===== config.mk =====
export PLATFORM = sky130hd
export DESIGN_NAME = hvac_ir_frame_encoder_unit
export DESIGN_NICKNAME = d
export VERILOG_FILES = /design/src/rtl/hvac_irfe_pkg.sv /design/src/rtl/hvac_irfe_store.sv /design/src/rtl/hvac_irfe_writer.sv /design/src/rtl/hvac_irfe_decode.sv /design/src/rtl/hvac_ir_frame_encoder_unit.sv
export SDC_FILE = /design/constraint.sdc
export NUM_CORES = 1
export LEC_CHECK = 0
export ABC_AREA = 0
export BUFFER_PORTS_ARGS = -buffer_cell sky130_fd_sc_hd__buf_2
export CORE_AREA = 2 2 237 239
export CTS_CLUSTER_DIAMETER = 100
export DETAILED_ROUTE_END_ITERATION = 12
export DIE_AREA = 0 0 239 241
export SLEW_MARGIN = 20
export SYNTH_ARGS = -nofsm -noshare
export SYNTH_HDL_FRONTEND = slang
export SYNTH_SLANG_ARGS = --single-unit
export TNS_END_PERCENT = 5

===== constraint.sdc =====
create_clock -name clock -period 17.7 [get_ports clock]
set_input_delay 0 -clock clock [delete_from_list [all_inputs] [get_ports clock]]
set_output_delay 0 -clock clock [all_outputs]
set_load 0.02 [all_outputs]

===== src/rtl/hvac_irfe_pkg.sv =====
package hvac_irfe_pkg;

   localparam int FrameBytes = 35;
   localparam int AddrW      = 6;
   localparam int IdxW       = 9;

   typedef enum logic {
      CMD_START = 1'b0,
      CMD_NEXT  = 1'b1
   } cmd_type;

   typedef enum logic [1:0] {
      PROTO_LONG        = 2'd0,
      PROTO_NIBBLE      = 2'd1,
      PROTO_MIRROR      = 2'd2,
      PROTO_UNSUPPORTED = 2'd3
   } proto_type;

   localparam logic STATUS_OK          = 1'b0;
   localparam logic STATUS_UNSUPPORTED = 1'b1;

   typedef struct packed {
      cmd_type            cmd;
      proto_type          protocol;
      logic               power_on;
      logic [7:0]         mode_code;
      logic [7:0]         fan_code;
      logic signed [15:0] target_centi_c;
      logic [7:0]         variant_model;
   } req_type;

   typedef struct packed {
      logic [13:0] mark_us;
      logic [14:0] off_us;
      logic        last;
      logic        status;
   } rsp_type;

   // memory write port from the frame writer
   typedef struct packed {
      logic             en;
      logic [AddrW-1:0] addr;
      logic [7:0]       data;
   } wr_type;

   // one decoded symbol: data symbols pick space1 when the frame bit xor inv is set
   typedef struct packed {
      logic [13:0]      mark;
      logic [14:0]      space0;
      logic [14:0]      space1;
      logic             is_data;
      logic [AddrW-1:0] addr;
      logic [2:0]       pos;
      logic             inv;
      logic             last;
   } sym_type;

   function automatic logic [IdxW-1:0] frame_len(input proto_type p);
      logic [IdxW-1:0] n;
      unique case (p)
         PROTO_LONG:   n = 9'd292;
         PROTO_NIBBLE: n = 9'd70;
         PROTO_MIRROR: n = 9'd100;
         default:      n = 9'd0;
      endcase
      return n;
   endfunction

endpackage


===== src/rtl/hvac_irfe_store.sv =====
module hvac_irfe_store (
   input  logic                                clock,
   input  hvac_irfe_pkg::wr_type               wr_port,
   input  logic                                rd_en,
   input  logic [hvac_irfe_pkg::AddrW-1:0]     rd_addr,
   output logic [7:0]                          rd_data
);
   import hvac_irfe_pkg::*;

   logic [7:0] frame_mem [FrameBytes];
   logic [7:0] rd_data_ff;

   always_ff @(posedge clock) begin
      if (wr_port.en) begin
         frame_mem[wr_port.addr] <= wr_port.data;
      end
      // read data holds until the next read, so a stalled symbol keeps its byte
      if (rd_en) begin
         rd_data_ff <= frame_mem[rd_addr];
      end
   end

   assign rd_data = rd_data_ff;

endmodule


===== src/rtl/hvac_irfe_writer.sv =====
module hvac_irfe_writer (
   input  logic                              clock,
   input  logic                              reset,
   input  logic                              start,
   input  hvac_irfe_pkg::req_type            req,
   output hvac_irfe_pkg::wr_type             wr_port,
   output logic [hvac_irfe_pkg::AddrW:0]     fill_count
);
   import hvac_irfe_pkg::*;

   localparam logic [AddrW:0] FillEnd = (AddrW + 1)'(FrameBytes);

   // fixed bytes of the long frame; both fixed-section checksums folded in
   localparam logic [7:0] BaseLong [FrameBytes] = '{
      8'h11, 8'hDA, 8'h27, 8'h00, 8'hC5, 8'h00, 8'h00, 8'hD7,
      8'h11, 8'hDA, 8'h27, 8'h00, 8'h42, 8'h00, 8'h00, 8'h54,
      8'h11, 8'hDA, 8'h27, 8'h00, 8'h00, 8'h49, 8'h1E, 8'h00,
      8'hB0, 8'h00, 8'h00, 8'h06, 8'h60, 8'h00, 8'h00, 8'hC0,
      8'h00, 8'h00, 8'h00
   };

   typedef struct packed {
      proto_type  proto;
      logic       pw;
      logic [2:0] mc;
      logic [1:0] fc;
      logic [5:0] c0;
      logic [3:0] c1;
      logic [4:0] foff;
      logic       model_one;
   } build_type;

   // 0 auto, 1 cool, 2 heat, 3 fan, 4 dry
   function automatic logic [2:0] mode_class(input logic [7:0] m);
      logic [2:0] r;
      case (m) inside
         8'd3, 8'd6: r = 3'd1;
         8'd4, 8'd5: r = 3'd2;
         8'd7:       r = 3'd3;
         8'd8, 8'd9: r = 3'd4;
         default:    r = 3'd0;
      endcase
      return r;
   endfunction

   function automatic logic [1:0] fan_class(input logic [7:0] f);
      logic [1:0] r;
      case (f) inside
         8'd1:       r = 2'd1;
         8'd2:       r = 2'd2;
         8'd3, 8'd4: r = 2'd3;
         default:    r = 2'd0;
      endcase
      return r;
   endfunction

   function automatic logic [7:0] rev8(input logic [7:0] v);
      logic [7:0] r;
      for (int i = 0; i < 8; i++) begin
         r[i] = v[7-i];
      end
      return r;
   endfunction

   function automatic logic [7:0] gen_byte(input build_type b, input logic [AddrW-1:0] a);
      logic [2:0] m0, m1, m2;
      logic [3:0] f0;
      logic [1:0] fan1;
      logic [7:0] b21, b22, b24, n0, n1, n2, v1, v2, res;
      case (b.mc)
         3'd1:    begin m0 = 3'd3; m1 = 3'd1; m2 = 3'd0; end
         3'd2:    begin m0 = 3'd4; m1 = 3'd4; m2 = 3'd3; end
         3'd3:    begin m0 = 3'd6; m1 = 3'd3; m2 = 3'd4; end
         3'd4:    begin m0 = 3'd2; m1 = 3'd2; m2 = 3'd1; end
         default: begin m0 = 3'd0; m1 = 3'd0; m2 = 3'd2; end
      endcase
      case (b.fc)
         2'd1:    f0 = 4'h3;
         2'd2:    f0 = 4'h5;
         2'd3:    f0 = 4'h7;
         default: f0 = 4'hA;
      endcase
      // dry mode forces the low fan on the nibble frame
      fan1 = (b.mc == 3'd4) ? 2'd1 : b.fc;
      b21 = {1'b0, m0, 1'b1, 2'b00, b.pw};
      b22 = {1'b0, b.c0, 1'b0};
      b24 = {f0, 4'h0};
      n0  = {2'b01, fan1, b.pw, m1};
      n1  = {4'h0, b.c1};
      n2  = {1'b0, b.pw & ~b.model_one, 1'b1, 5'b00000};
      v1  = 8'h80 | {3'b000, b.fc, 3'b000} | {6'b000000, b.pw, 1'b0} | {5'b00000, m2};
      v2  = 8'h60 | {3'b000, b.foff};
      res = 8'h00;
      case (b.proto)
         PROTO_LONG: begin
            case (a)
               6'd21:   res = b21;
               6'd22:   res = b22;
               6'd24:   res = b24;
               6'd25:   res = 8'h00;
               6'd34:   res = 8'h38 + b21 + b22 + b24;
               default: res = BaseLong[a];
            endcase
         end
         PROTO_NIBBLE: begin
            case (a)
               6'd0:    res = n0;
               6'd1:    res = n1;
               6'd2:    res = n2;
               6'd3:    res = 8'h50;
               6'd4:    res = 8'h01;
               6'd5:    res = 8'h20;
               6'd7:    res = {4'd12 + n0[3:0] + n1[3:0], 4'h0};
               default: res = 8'h00;
            endcase
         end
         PROTO_MIRROR: begin
            case (a)
               6'd0:    res = 8'hA1;
               6'd1:    res = v1;
               6'd2:    res = v2;
               6'd3:    res = 8'hFF;
               6'd4:    res = 8'hFF;
               6'd5:    res = rev8(8'h00 - (8'h83 + rev8(v1) + rev8(v2)));
               default: res = 8'h00;
            endcase
         end
         default: res = 8'h00;
      endcase
      return res;
   endfunction

   build_type       build_ff, build_in;
   logic [AddrW:0]  fill_ff, fill_in;
   logic [11:0]     tu;
   logic [24:0]     q_prod;
   logic [5:0]      q, c1_full;
   logic [14:0]     nine_t, x_full;
   logic [28:0]     f_prod;
   logic            below10, above32, below16, above30, below62, above86;

   // degrees by reciprocal multiply; only taken inside the unclamped range
   assign tu      = req.target_centi_c[11:0];
   assign q_prod  = {13'd0, tu} * 25'd5243;
   assign q       = q_prod[24:19];
   assign c1_full = q - 6'd16;
   assign nine_t  = {tu, 3'b000} + {3'b000, tu};
   assign x_full  = nine_t - 15'd14750;
   assign f_prod  = {15'd0, x_full[13:0]} * 29'd16778;

   assign below10 = req.target_centi_c < 16'sd1000;
   assign above32 = req.target_centi_c >= 16'sd3300;
   assign below16 = req.target_centi_c < 16'sd1600;
   assign above30 = req.target_centi_c >= 16'sd3100;
   assign below62 = req.target_centi_c < 16'sd1695;
   assign above86 = req.target_centi_c >= 16'sd2973;

   always_comb begin
      build_in.proto     = req.protocol;
      build_in.pw        = req.power_on;
      build_in.mc        = mode_class(req.mode_code);
      build_in.fc        = fan_class(req.fan_code);
      build_in.model_one = (req.variant_model == 8'd1);
      if (below10) begin
         build_in.c0 = 6'd10;
      end else if (above32) begin
         build_in.c0 = 6'd32;
      end else begin
         build_in.c0 = q;
      end
      // auto mode always sends 25 degrees
      if (build_in.mc == 3'd0) begin
         build_in.c1 = 4'd9;
      end else if (below16) begin
         build_in.c1 = 4'd0;
      end else if (above30) begin
         build_in.c1 = 4'd14;
      end else begin
         build_in.c1 = c1_full[3:0];
      end
      if (below62) begin
         build_in.foff = 5'd0;
      end else if (above86) begin
         build_in.foff = 5'd24;
      end else begin
         build_in.foff = f_prod[27:23];
      end
   end

   always_comb begin
      fill_in = fill_ff;
      if (start) begin
         fill_in = '0;
      end else if (fill_ff < FillEnd) begin
         fill_in = fill_ff + 1'b1;
      end
   end

   always_ff @(posedge clock) begin
      if (reset) begin
         fill_ff <= FillEnd;
      end else begin
         fill_ff <= fill_in;
      end
   end

   always_ff @(posedge clock) begin
      if (start) begin
         build_ff <= build_in;
      end
   end

   // one byte a cycle, in transmit order, well ahead of the bit reader
   assign wr_port.en   = fill_ff < FillEnd;
   assign wr_port.addr = fill_ff[AddrW-1:0];
   assign wr_port.data = gen_byte(build_ff, fill_ff[AddrW-1:0]);
   assign fill_count   = fill_ff;

endmodule


===== src/rtl/hvac_irfe_decode.sv =====
module hvac_irfe_decode (
   input  hvac_irfe_pkg::proto_type             proto,
   input  logic [hvac_irfe_pkg::IdxW-1:0]       idx,
   output hvac_irfe_pkg::sym_type               sym
);
   import hvac_irfe_pkg::*;

   logic [IdxW-1:0]  st, k, d;
   logic [AddrW-1:0] first;
   logic [IdxW-1:0]  nbits;
   logic [7:0]       bit_no;
   logic             half;

   always_comb begin
      sym    = '0;
      st     = '0;
      k      = '0;
      d      = '0;
      first  = '0;
      nbits  = '0;
      bit_no = '0;
      half   = 1'b0;
      sym.last = ({1'b0, idx} + 10'd1) >= {1'b0, frame_len(proto)};
      unique case (proto)
         PROTO_LONG: begin
            sym.mark   = 14'd428;
            sym.space0 = 15'd428;
            sym.space1 = 15'd1280;
            if (idx == 9'd5) begin
               sym.space0 = 15'd29428;
            end else if (idx > 9'd5) begin
               if (idx < 9'd72) begin
                  st = 9'd6;   first = 6'd0;  nbits = 9'd64;
               end else if (idx < 9'd138) begin
                  st = 9'd72;  first = 6'd8;  nbits = 9'd64;
               end else begin
                  st = 9'd138; first = 6'd16; nbits = 9'd152;
               end
               k = idx - st;
               if (k == 9'd0) begin
                  sym.mark   = 14'd3650;
                  sym.space0 = 15'd1623;
               end else if (k > nbits) begin
                  sym.space0 = 15'd29428;
               end else begin
                  d           = k - 9'd1;
                  bit_no      = d[7:0];
                  sym.is_data = 1'b1;
                  sym.addr    = first + {1'b0, bit_no[7:3]};
                  sym.pos     = bit_no[2:0];
               end
            end
         end
         PROTO_NIBBLE: begin
            sym.mark   = 14'd620;
            sym.space0 = 15'd540;
            sym.space1 = 15'd1600;
            if (idx == 9'd0) begin
               sym.mark   = 14'd9000;
               sym.space0 = 15'd4500;
            end else if (idx <= 9'd32) begin
               d           = idx - 9'd1;
               sym.is_data = 1'b1;
               sym.addr    = {4'd0, d[4:3]};
               sym.pos     = d[2:0];
            end else if (idx == 9'd34) begin
               sym.space0 = 15'd1600;
            end else if (idx == 9'd36 || idx >= 9'd69) begin
               sym.space0 = 15'd19980;
            end else if (idx > 9'd36) begin
               d           = idx - 9'd37;
               sym.is_data = 1'b1;
               sym.addr    = 6'd4 + {4'd0, d[4:3]};
               sym.pos     = d[2:0];
            end
         end
         PROTO_MIRROR: begin
            // second half repeats the frame inverted
            half       = idx >= 9'd50;
            k          = half ? idx - 9'd50 : idx;
            sym.mark   = 14'd560;
            sym.space0 = 15'd560;
            sym.space1 = 15'd1680;
            if (k == 9'd0) begin
               sym.mark   = 14'd4480;
               sym.space0 = 15'd4480;
            end else if (k <= 9'd48) begin
               d           = k - 9'd1;
               sym.is_data = 1'b1;
               sym.addr    = {3'd0, d[5:3]};
               sym.pos     = ~d[2:0];
               sym.inv     = half;
            end else begin
               sym.space0 = 15'd5600;
            end
         end
         default: begin
            sym.last = 1'b1;
         end
      endcase
   end

endmodule


===== src/rtl/hvac_ir_frame_encoder_unit.sv =====
// channel   dir  handshake              payload
// req       in   req_valid / req_stall  req_data  (hvac_irfe_pkg::req_type)
// rsp       out  rsp_valid / rsp_stall  rsp_data  (hvac_irfe_pkg::rsp_type)
//
// one request beat a cycle while req_stall is low; a symbol result is registered in
// the read stage and then the output register; the frame memory is filled one byte
// a cycle, all 35 bytes in transmit order, always ahead of the bit reads of the frame
// synchronous reset clears frame state and pipeline valids, and idles the fill counter
// rsp_stall holds the output register; one more result waits in the read stage,
// and req_stall rises only when both are full
module hvac_ir_frame_encoder_unit (
   input  logic                    clock,
   input  logic                    reset,
   input  logic                    req_valid,
   output logic                    req_stall,
   input  hvac_irfe_pkg::req_type  req_data,
   output logic                    rsp_valid,
   input  logic                    rsp_stall,
   output hvac_irfe_pkg::rsp_type  rsp_data
);
   import hvac_irfe_pkg::*;

   logic            accept, is_start, is_next, start_ok, start_err, emit, adv, rd_en;
   logic            active_ff, active_in;
   logic [IdxW-1:0] idx_ff, idx_in;
   proto_type       active_proto_ff, active_proto_in;
   sym_type         sym, s1_sym_ff, s1_sym_in;
   logic            s1_valid_ff, s1_valid_in, s1_status_ff, s1_status_in;
   logic            rsp_valid_ff, rsp_valid_in;
   rsp_type         rsp_data_ff, rsp_data_in;
   wr_type          wr_port;
   logic [AddrW:0]  fill_count;
   logic [7:0]      rd_data;
   logic            bit_val;

   assign adv       = !rsp_valid_ff || !rsp_stall;
   assign req_stall = s1_valid_ff && !adv;
   assign accept    = req_valid && !req_stall;
   assign is_start  = accept && req_data.cmd == CMD_START;
   assign is_next   = accept && req_data.cmd == CMD_NEXT;
   assign start_ok  = is_start && req_data.protocol != PROTO_UNSUPPORTED;
   assign start_err = is_start && req_data.protocol == PROTO_UNSUPPORTED;
   assign emit      = is_next && active_ff;
   assign rd_en     = emit && sym.is_data;

   hvac_irfe_writer u_writer (
      .clock      (clock),
      .reset      (reset),
      .start      (start_ok),
      .req        (req_data),
      .wr_port    (wr_port),
      .fill_count (fill_count)
   );

   hvac_irfe_store u_store (
      .clock   (clock),
      .wr_port (wr_port),
      .rd_en   (rd_en),
      .rd_addr (sym.addr),
      .rd_data (rd_data)
   );

   hvac_irfe_decode u_decode (
      .proto (active_proto_ff),
      .idx   (idx_ff),
      .sym   (sym)
   );

   always_comb begin
      idx_in          = idx_ff;
      active_in       = active_ff;
      active_proto_in = active_proto_ff;
      if (is_start) begin
         idx_in    = '0;
         active_in = start_ok;
         if (start_ok) begin
            active_proto_in = req_data.protocol;
         end
      end else if (emit) begin
         if (sym.last) begin
            active_in = 1'b0;
            idx_in    = '0;
         end else begin
            idx_in = idx_ff + 1'b1;
         end
      end
   end

   always_comb begin
      s1_sym_in    = sym;
      s1_status_in = STATUS_OK;
      if (start_err) begin
         s1_sym_in      = '0;
         s1_sym_in.last = 1'b1;
         s1_status_in   = STATUS_UNSUPPORTED;
      end
      s1_valid_in = s1_valid_ff;
      if (emit || start_err) begin
         s1_valid_in = 1'b1;
      end else if (adv) begin
         s1_valid_in = 1'b0;
      end
   end

   assign bit_val = rd_data[s1_sym_ff.pos] ^ s1_sym_ff.inv;

   always_comb begin
      rsp_data_in.mark_us = s1_sym_ff.mark;
      rsp_data_in.off_us  = (s1_sym_ff.is_data && bit_val) ? s1_sym_ff.space1
                                                           : s1_sym_ff.space0;
      rsp_data_in.last    = s1_sym_ff.last;
      rsp_data_in.status  = s1_status_ff;
      rsp_valid_in        = adv ? s1_valid_ff : rsp_valid_ff;
   end

   always_ff @(posedge clock) begin
      if (reset) begin
         idx_ff          <= '0;
         active_ff       <= 1'b0;
         active_proto_ff <= PROTO_LONG;
         s1_valid_ff     <= 1'b0;
         rsp_valid_ff    <= 1'b0;
      end else begin
         idx_ff          <= idx_in;
         active_ff       <= active_in;
         active_proto_ff <= active_proto_in;
         s1_valid_ff     <= s1_valid_in;
         rsp_valid_ff    <= rsp_valid_in;
      end
   end

   always_ff @(posedge clock) begin
      if (emit || start_err) begin
         s1_sym_ff    <= s1_sym_in;
         s1_status_ff <= s1_status_in;
      end
      if (adv && s1_valid_ff) begin
         rsp_data_ff <= rsp_data_in;
      end
   end

   assign rsp_valid = rsp_valid_ff;
   assign rsp_data  = rsp_data_ff;

   // a bit read must find its byte already written by the fill
   a_read_after_fill: assert property (@(posedge clock) disable iff (reset)
      rd_en |-> ({1'b0, sym.addr} < fill_count))
      else $error("frame byte read before it was written");

   a_index_bound: assert property (@(posedge clock) disable iff (reset)
      active_ff |-> (idx_ff < frame_len(active_proto_ff)))
      else $error("symbol index past end of frame");

   a_error_result: assert property (@(posedge clock) disable iff (reset)
      start_err |=> (s1_valid_ff && s1_status_ff == STATUS_UNSUPPORTED))
      else $error("unsupported start gave no error result");

   a_idle_next: assert property (@(posedge clock) disable iff (reset)
      (is_next && !active_ff) |=> !s1_valid_ff)
      else $error("next beat without a frame produced a result");

endmodule


Yosys cells after proc, flatten, opt, wreduce, memory -nomap -nowiden
Memories as Yosys holds them, arrays and structs flattened. A register that Yosys moved wholly into a read port is not among the register bits.
Cells that the tools add are included.
- input bits: 48
- output and inout bits: 33
- ROM bits: 512
- memory bits (writable): 280
- latch bits: 0
- word-level logic and storage cells: 245
- register bits after elaboration: 127
- memories: 2
- reduce and logical (&&, ||, !) cells: 42
- multipliers: 2
- shift operators: 0
- add/sub/neg operators: 22
- div/mod/pow operators: 0
- bitwise gates (word level): 10
- $lt $le $gt $ge: 19
- eq/ne operators: 39
- mux-type cells: 79
- memory list (memory ; depth ; bits a word ; rd ports ; clocked after Yosys merged registers in ; wr ports ; RTL line ; text):
    (no name shown) ; 64 ; 8 ; 1 ; 0 ; 0 ; hvac_irfe_writer.sv:102 ; default: res = BaseLong[a];
    u_store.frame_mem ; 35 ; 8 ; 1 ; 1 ; 1 ; hvac_irfe_store.sv:10 ; logic [7:0] frame_mem [FrameBytes];
- operators with widths (operator ; count):
    one-hot mux 54 bit (3 select lines) ; 1
    two-way mux 15 bit ; 9
    two-way mux 10 bit ; 9
    two-way mux 9 bit ; 10
    one-hot mux 8 bit (5 select lines) ; 2
    one-hot mux 8 bit (7 select lines) ; 1
    >= comparator 16 x 13 -> 1 bit (second input constant) ; 3
    two-way mux 6 bit ; 7
    == test 8 x 3 -> 1 bit (second input constant) ; 5
    one-hot mux 3 bit (4 select lines) ; 3
    less-than comparator 16 x 12 -> 1 bit (second input constant) ; 2
    two-way mux 8 bit ; 4
    two-way mux 29 bit ; 1
    two-way mux 14 bit ; 2
    zero test 9 bit ; 3
    multiplier 14 x 14 -> 27 bit (second input constant) ; 1
    one-hot mux 9 bit (3 select lines) ; 1
    two-way mux 13 bit ; 2
    multiplier 12 x 13 -> 25 bit (second input constant) ; 1
    == test 6 x 5 -> 1 bit (second input constant) ; 4
    == test 8 x 2 -> 1 bit (second input constant) ; 3
    one-hot mux 8 bit (3 select lines) ; 1
    two-way mux 11 bit ; 2
    OR reduction 2 bit ; 10
    other kinds (73) ; 126

Longest topological paths before layout
- depth in word-level cells: 15
- gate-level depth with buffers: 30
- mapped depth without buffers: 30

Cells and area by module
A second synthesis with hierarchy kept.
- cells, all modules: 2185
- area, all modules: 26240.2 um^2
- modules (own cells, without submodules) (module ; cells an instance ; area each (um^2) ; instances ; sequential area each (um^2)):
    hvac_irfe_store ; 643 ; 11523.6 ; 1 ; 8648.3
    hvac_irfe_writer ; 979 ; 8680.8 ; 1 ; 860.8
    hvac_ir_frame_encoder_unit ; 237 ; 3757.4 ; 1 ; 2742.6
    hvac_irfe_decode ; 326 ; 2278.4 ; 1 ; 0.0

Worst setup path before layout
No wires, ideal clock.
- path kind: input to register
- from: input req_data[9] (netlist name)
- to: register u_writer.build_ff[5] (netlist name) (data pin)
- arrival time: 5.673 ns
- buffers on the path: 0
- required time: 17.434 ns
- slack: 11.760 ns
- setup time: 0.266 ns
- cell stages on the path: 28
- cells stage by stage: ha_1 -> ha_1 -> a31oi_1 -> o21bai_1 -> a21oi_1 -> o21bai_1 -> a21oi_1 -> o21ai_0 -> xor2_1 -> ha_1 -> ha_1 -> ha_1 -> inv_1 -> fa_1 -> inv_1 -> ha_1 -> ha_1 -> ha_1 -> a21o_1 -> a21o_1 -> a21oi_1 -> o221ai_1 -> a21oi_1 -> nor2b_1 -> o21a_1 -> o21ai_0 -> xnor2_1 -> a21oi_1
- word-level cells in the longest chain between the ends: 4
- elaborated cells between the ends (all ways): 6
- classes of those cells: 2 x add/sub; 1 x mul; 2 x order compare; 1 x mux
- ends and longest elaborated chain (what ; RTL line ; text):
    start: declaration ; hvac_ir_frame_encoder_unit.sv:16 ; input hvac_irfe_pkg::req_type req_data,
    adder 14 x 12 -> 14 bit ; hvac_irfe_writer.sv:147 ; assign nine_t = {tu, 3'b000} + {3'b000, tu};
    subtractor 14 bit ; hvac_irfe_writer.sv:148 ; assign x_full = nine_t - 15'd14750;
    multiplier 14 x 14 -> 27 bit ; hvac_irfe_writer.sv:149 ; assign f_prod = {15'd0, x_full[13:0]} * 29'd16778;
    two-way mux 5 bit ; hvac_irfe_writer.sv:183 ; end else if (above86) begin
    end signal: assignment ; hvac_irfe_writer.sv:209 ; build_ff <= build_in;
    end: declaration ; hvac_irfe_writer.sv:133 ; build_type build_ff, build_in;
Several ways; a longest one is shown, not always the timed one.
A chain may end at the register's enable or synchronous reset.

Worst setup path after layout
- from: register idx_ff[2]
- to: register u_store.rd_data_ff[5] (netlist: u_store.rd_data[5]), read port of u_store.frame_mem (data pin)
- word-level cells in the longest chain between the ends: 14
- elaborated cells between the ends (all ways): 53
- classes of those cells: 8 x add/sub; 9 x order compare; 3 x eq/ne; 28 x mux; 5 x reduce/logical
- ends and longest elaborated chain (what ; RTL line ; text):
    start: declaration ; hvac_ir_frame_encoder_unit.sv:25 ; logic [IdxW-1:0] idx_ff, idx_in;
    start signal: assignment ; hvac_ir_frame_encoder_unit.sv:124 ; idx_ff <= idx_in;
    less-than comparator 9 x 8 -> 1 bit ; hvac_irfe_decode.sv:34 ; end else if (idx < 9'd138) begin
    two-way mux 8 bit ; hvac_irfe_decode.sv:34 ;
    two-way mux 9 bit ; hvac_irfe_decode.sv:32 ; if (idx < 9'd72) begin
    two-way mux 9 bit ; hvac_irfe_decode.sv:31 ; end else if (idx > 9'd5) begin
    two-way mux 9 bit ; hvac_irfe_decode.sv:29 ; if (idx == 9'd5) begin
    two-way mux 9 bit ; hvac_irfe_decode.sv:24 ; unique case (proto)
    subtractor 9 bit ; hvac_irfe_decode.sv:39 ; k = idx - st;
    subtractor 8 x 1 -> 8 bit / greater-than comparator 9 bit (equally long branches) ; hvac_irfe_decode.sv:46, hvac_irfe_decode.sv:43 ;
    adder 6 x 5 -> 6 bit / two-way mux 10 bit (equally long branches) ; hvac_irfe_decode.sv:49, hvac_irfe_decode.sv:43 ;
    two-way mux 10 bit, on equally long branches ; hvac_irfe_decode.sv:43, hvac_irfe_decode.sv:40 ;
    two-way mux 10 bit, on equally long branches ; hvac_irfe_decode.sv:40, hvac_irfe_decode.sv:31 ;
    two-way mux 10 bit, on equally long branches ; hvac_irfe_decode.sv:31, hvac_irfe_decode.sv:29 ;
    two-way mux 10 bit / one-hot mux 54 bit (3 select lines) (equally long branches) ; hvac_irfe_decode.sv:29, hvac_irfe_decode.sv:24 ;
    one-hot mux 54 bit (3 select lines) * ; hvac_irfe_decode.sv:24 ;
    end: declaration ; hvac_irfe_store.sv:11 ; logic [7:0] rd_data_ff;
Mark *: on every way between the ends. The rest lies on a longest branch, timed or not. The select of a mux whose other input is x is not followed.

==> impl_metrics.yaml <==
status:
  status: "finished clean"
final_layout:
  final_cell_mix: "375 x edfxtp_1, 254 x ha_1, 216 x inv_1"
  nNetsFinal: 2556
  drive_gt1_share_pct: 11.1
  antennaDiodeCount: 0
  final_common_cell: "edfxtp_1"
  layoutNonFillerInstCount: 2916
  synthToLayoutAreaGrowth_pct: 11.3
floorplan:
  std_cell_rows: 86
  die_y_um: 241
  core_mm2: 0.0549
  initial_core_util_pct: 44.6
  dieArea_mm2: 0.0576
  num_io_pins: 81
  die_w_um: 239
yosys:
  ys_ff_latch: 396
  synth_cells: 2078
  synth_edf_count: 375
  synthArstFlopShare_pct: 0
  synthSimpleGateAreaFrac_pct: 10.0
  synth-xor-area-share_pct: 1.79
  seq_area_frac_synth_pct: 47.7
  muxShareOfSynthArea_pct: 4.72
  ys_warn_count: 0
  netlist_area_mm2: 0.0245
  yosys.cell_types.count: 100
  synth-compound-area-share_pct: 11.5
  ys.flop_type: "edfxtp_1"
  synth_area_per_cell_um2: 11.8
  syn_nets: 2454
  synthAdderAreaFrac_pct: 19.1
  synth_top_family_by_area: "adder cells"
cts:
  clkSlewWorstSetupHoldPaths_ps: 70
  cts_max_path_buffers: 3
  numCtsBuffers: 42
  htree_levels: 2
  clk_latency_ps: 570
  cts_hold_buf: 26
  cts_tree: "yes"
  cts_resized: 0
  cts_root_buf: "clkbuf_16"
  clock_sinks: 396
  postCtsSetupBuffers: 0
critical_path:
  required_ps: 18010
  cp_max_fo: 33
  reg2reg_depth: 19
  crit_top_cell: "ha_1"
  slowest_delay_ps: 920
  setup.worst_path.start_class: "flip-flop"
  cp.arrival_ps: 7340
  critPathBufInv: 1
  cp-endpoint: "u_store.rd_data[5]"
  worst-path-stages: 19
  crit-reg2reg-launch: "idx_ff[2]"
  crit_start: "idx_ff[2]"
  critPathKind: "reg2reg"
  r2r_setup_slack_ps: 10670
  endpoint_kind: "flip-flop"
  r2r-end: "u_store.rd_data[5]"
  cp_cell_sequence: "inv_1 > ha_1 > nor2b_1 > o41ai_4 > nand2_1 > ha_1 > fa_1 > nor2b_1 > or4_4 > a221oi_4 > ha_1 > a21oi_1 > a211oi_1 > o2111a_1 > nand3_2 > nor2_1 > a221oi_2 > a2111oi_2 > o41ai_2"
  crit_slowest_cell: "nor2_1"
  path_delay_family: "simple AND/OR/NAND/NOR gates"
min_path:
  hp-class: "in2reg"
  min-delay-start: "req_valid"
detailed_routing:
  wl_per_cell_um: 20.7
  wl_um: 60200
  drc: 0
  drt_iter0_markers: 1285
  drtAntennaViolNets: 0
  via_count: 16600
  dr.pass1.iters: 6
  via_per_inst: 5.69
timing:
  finalSetupViolCount: 0
  fin_skew_ps: 27.3
  drv_slew: 0
  rsz0062_at_grt: "false"
  fin_ws_ps: 10670
  fin_crit_sh_pct: 39.7
  max_freq_mhz: 142
  period_needed_ps: 7030
  hold_viol_final: 0
  slew_headroom_pct: 24.9
  final.setup.tns_ps: 0
  tightest_slew_ps: 1120
placement:
  gp_congestion: 0.902
  io_buffer_count: 79
  place_ws_ps: 10560
  dp.cells: 2813
  dpl.hpwl_um: 43500
power_and_ir_drop:
  power_density_mw_per_mm2: 116
  power.leakage_nw: 11.1
  max-vdd-ir-drop_v: 0.000105
flow_run:
  cap_violations: 0
grt:
  grt_pass1_vias: 16700
  track_usage_pct: 21.3
  overflow: 0
  grt_pass1_wl_um: 95200
  antenna_found_initial: 0
  grt_max_degree: 61
## where the power goes
group / total (mW) / internal, mW / switching (mW)
combinational: 1.16 / 0.478 / 0.681
sequential: 1.10 / 1.08 / 0.0255
clock: 0.893 / 0.527 / 0.366
## area by class of cell
type,instances,area (um^2)
Inverter,218,818
Tap cell,704,881
Clock inverter,26,317
Sequential cell,396,11700
Fill cell,4872,27600
Multi-Input combinational cell,1390,11600
Timing Repair Buffer,132,878
Clock buffer,50,1080
## registers in the layout, indices dropped and copies added (netlist names), 2 cells and up
signal,cells
s1_sym_ff,24
u_writer.fill_count,7
u_store.frame_mem,280
active_proto_ff,2
rsp_data,27
u_writer.build_ff,24
idx_ff,9
u_store.rd_data,8
rsp_data_in,11
## cell families after synthesis
| kind of cell | count (synthesis) |
|---|---|
| simple gates | 506 |
| other cells | 1 |
| flops | 396 |
| fa+ha+maj | 329 |
| compound gates | 396 |
| mux | 108 |
| buf+inv | 292 |
| xor+xnor | 50 |
## worst register-to-register path, delay by kind of cell (launching register included)
kind / cells / cell delay [ps]
buffers and inverters: 1 / 350
adders and majority gates: 4 / 940
and+or+nand+nor: 6 / 2720
AOI/OAI and AO/OA: 8 / 2120
DFF: 1 / 640
## how the worst min path moves through the flow
stage / slack, ps / depth (start not counted) / end
global route: 90 / 6 / active_proto_ff[0]
finish: 50 / 5 / active_proto_ff[1]
CTS: 20 / 5 / active_proto_ff[1]
global placement: 180 / 1 / u_writer.build_ff[21]
detailed placement: 180 / 1 / u_writer.build_ff[21]
floorplan: 80 / 1 / u_writer.fill_count[6]
## layer usage
metal	track usage, %	up-vias	share of wire, %
li1	-	7812	-
met1	28.5	8248	44
met2	36.9	447	49
met3	2.08	85	4.8
met4	5.98	0	2.2
met5	0	-	0
## synth_stat cells, types with 35 or more instances
library cell / count / area [um^2]
clkbuf_1: 36 / 135
nor2_1: 124 / 465
inv_1: 216 / 811
mux2i_1: 74 / 741
edfxtp_1: 375 / 11300
xnor2_1: 35 / 307
a21oi_1: 85 / 425
fa_1: 74 / 1480
o21ai_0: 62 / 310
nand2_1: 150 / 563
ha_1: 254 / 3180
nand3_1: 51 / 255
## through the flow
stage,area (um^2),utilization [%],power [mW],hold WS (ps)
6_report,27300,49.7,3.16,48.8
3_5_place_dp,25600,46.6,2.28,184
3_3_place_gp,25600,46.6,2.24,179
4_1_cts,27200,49.6,3.19,15.3
5_1_grt,27300,49.7,3.40,88.2
2_1_floorplan,24500,-,1.95,76.1
Power figures use the tool's default switching activity.
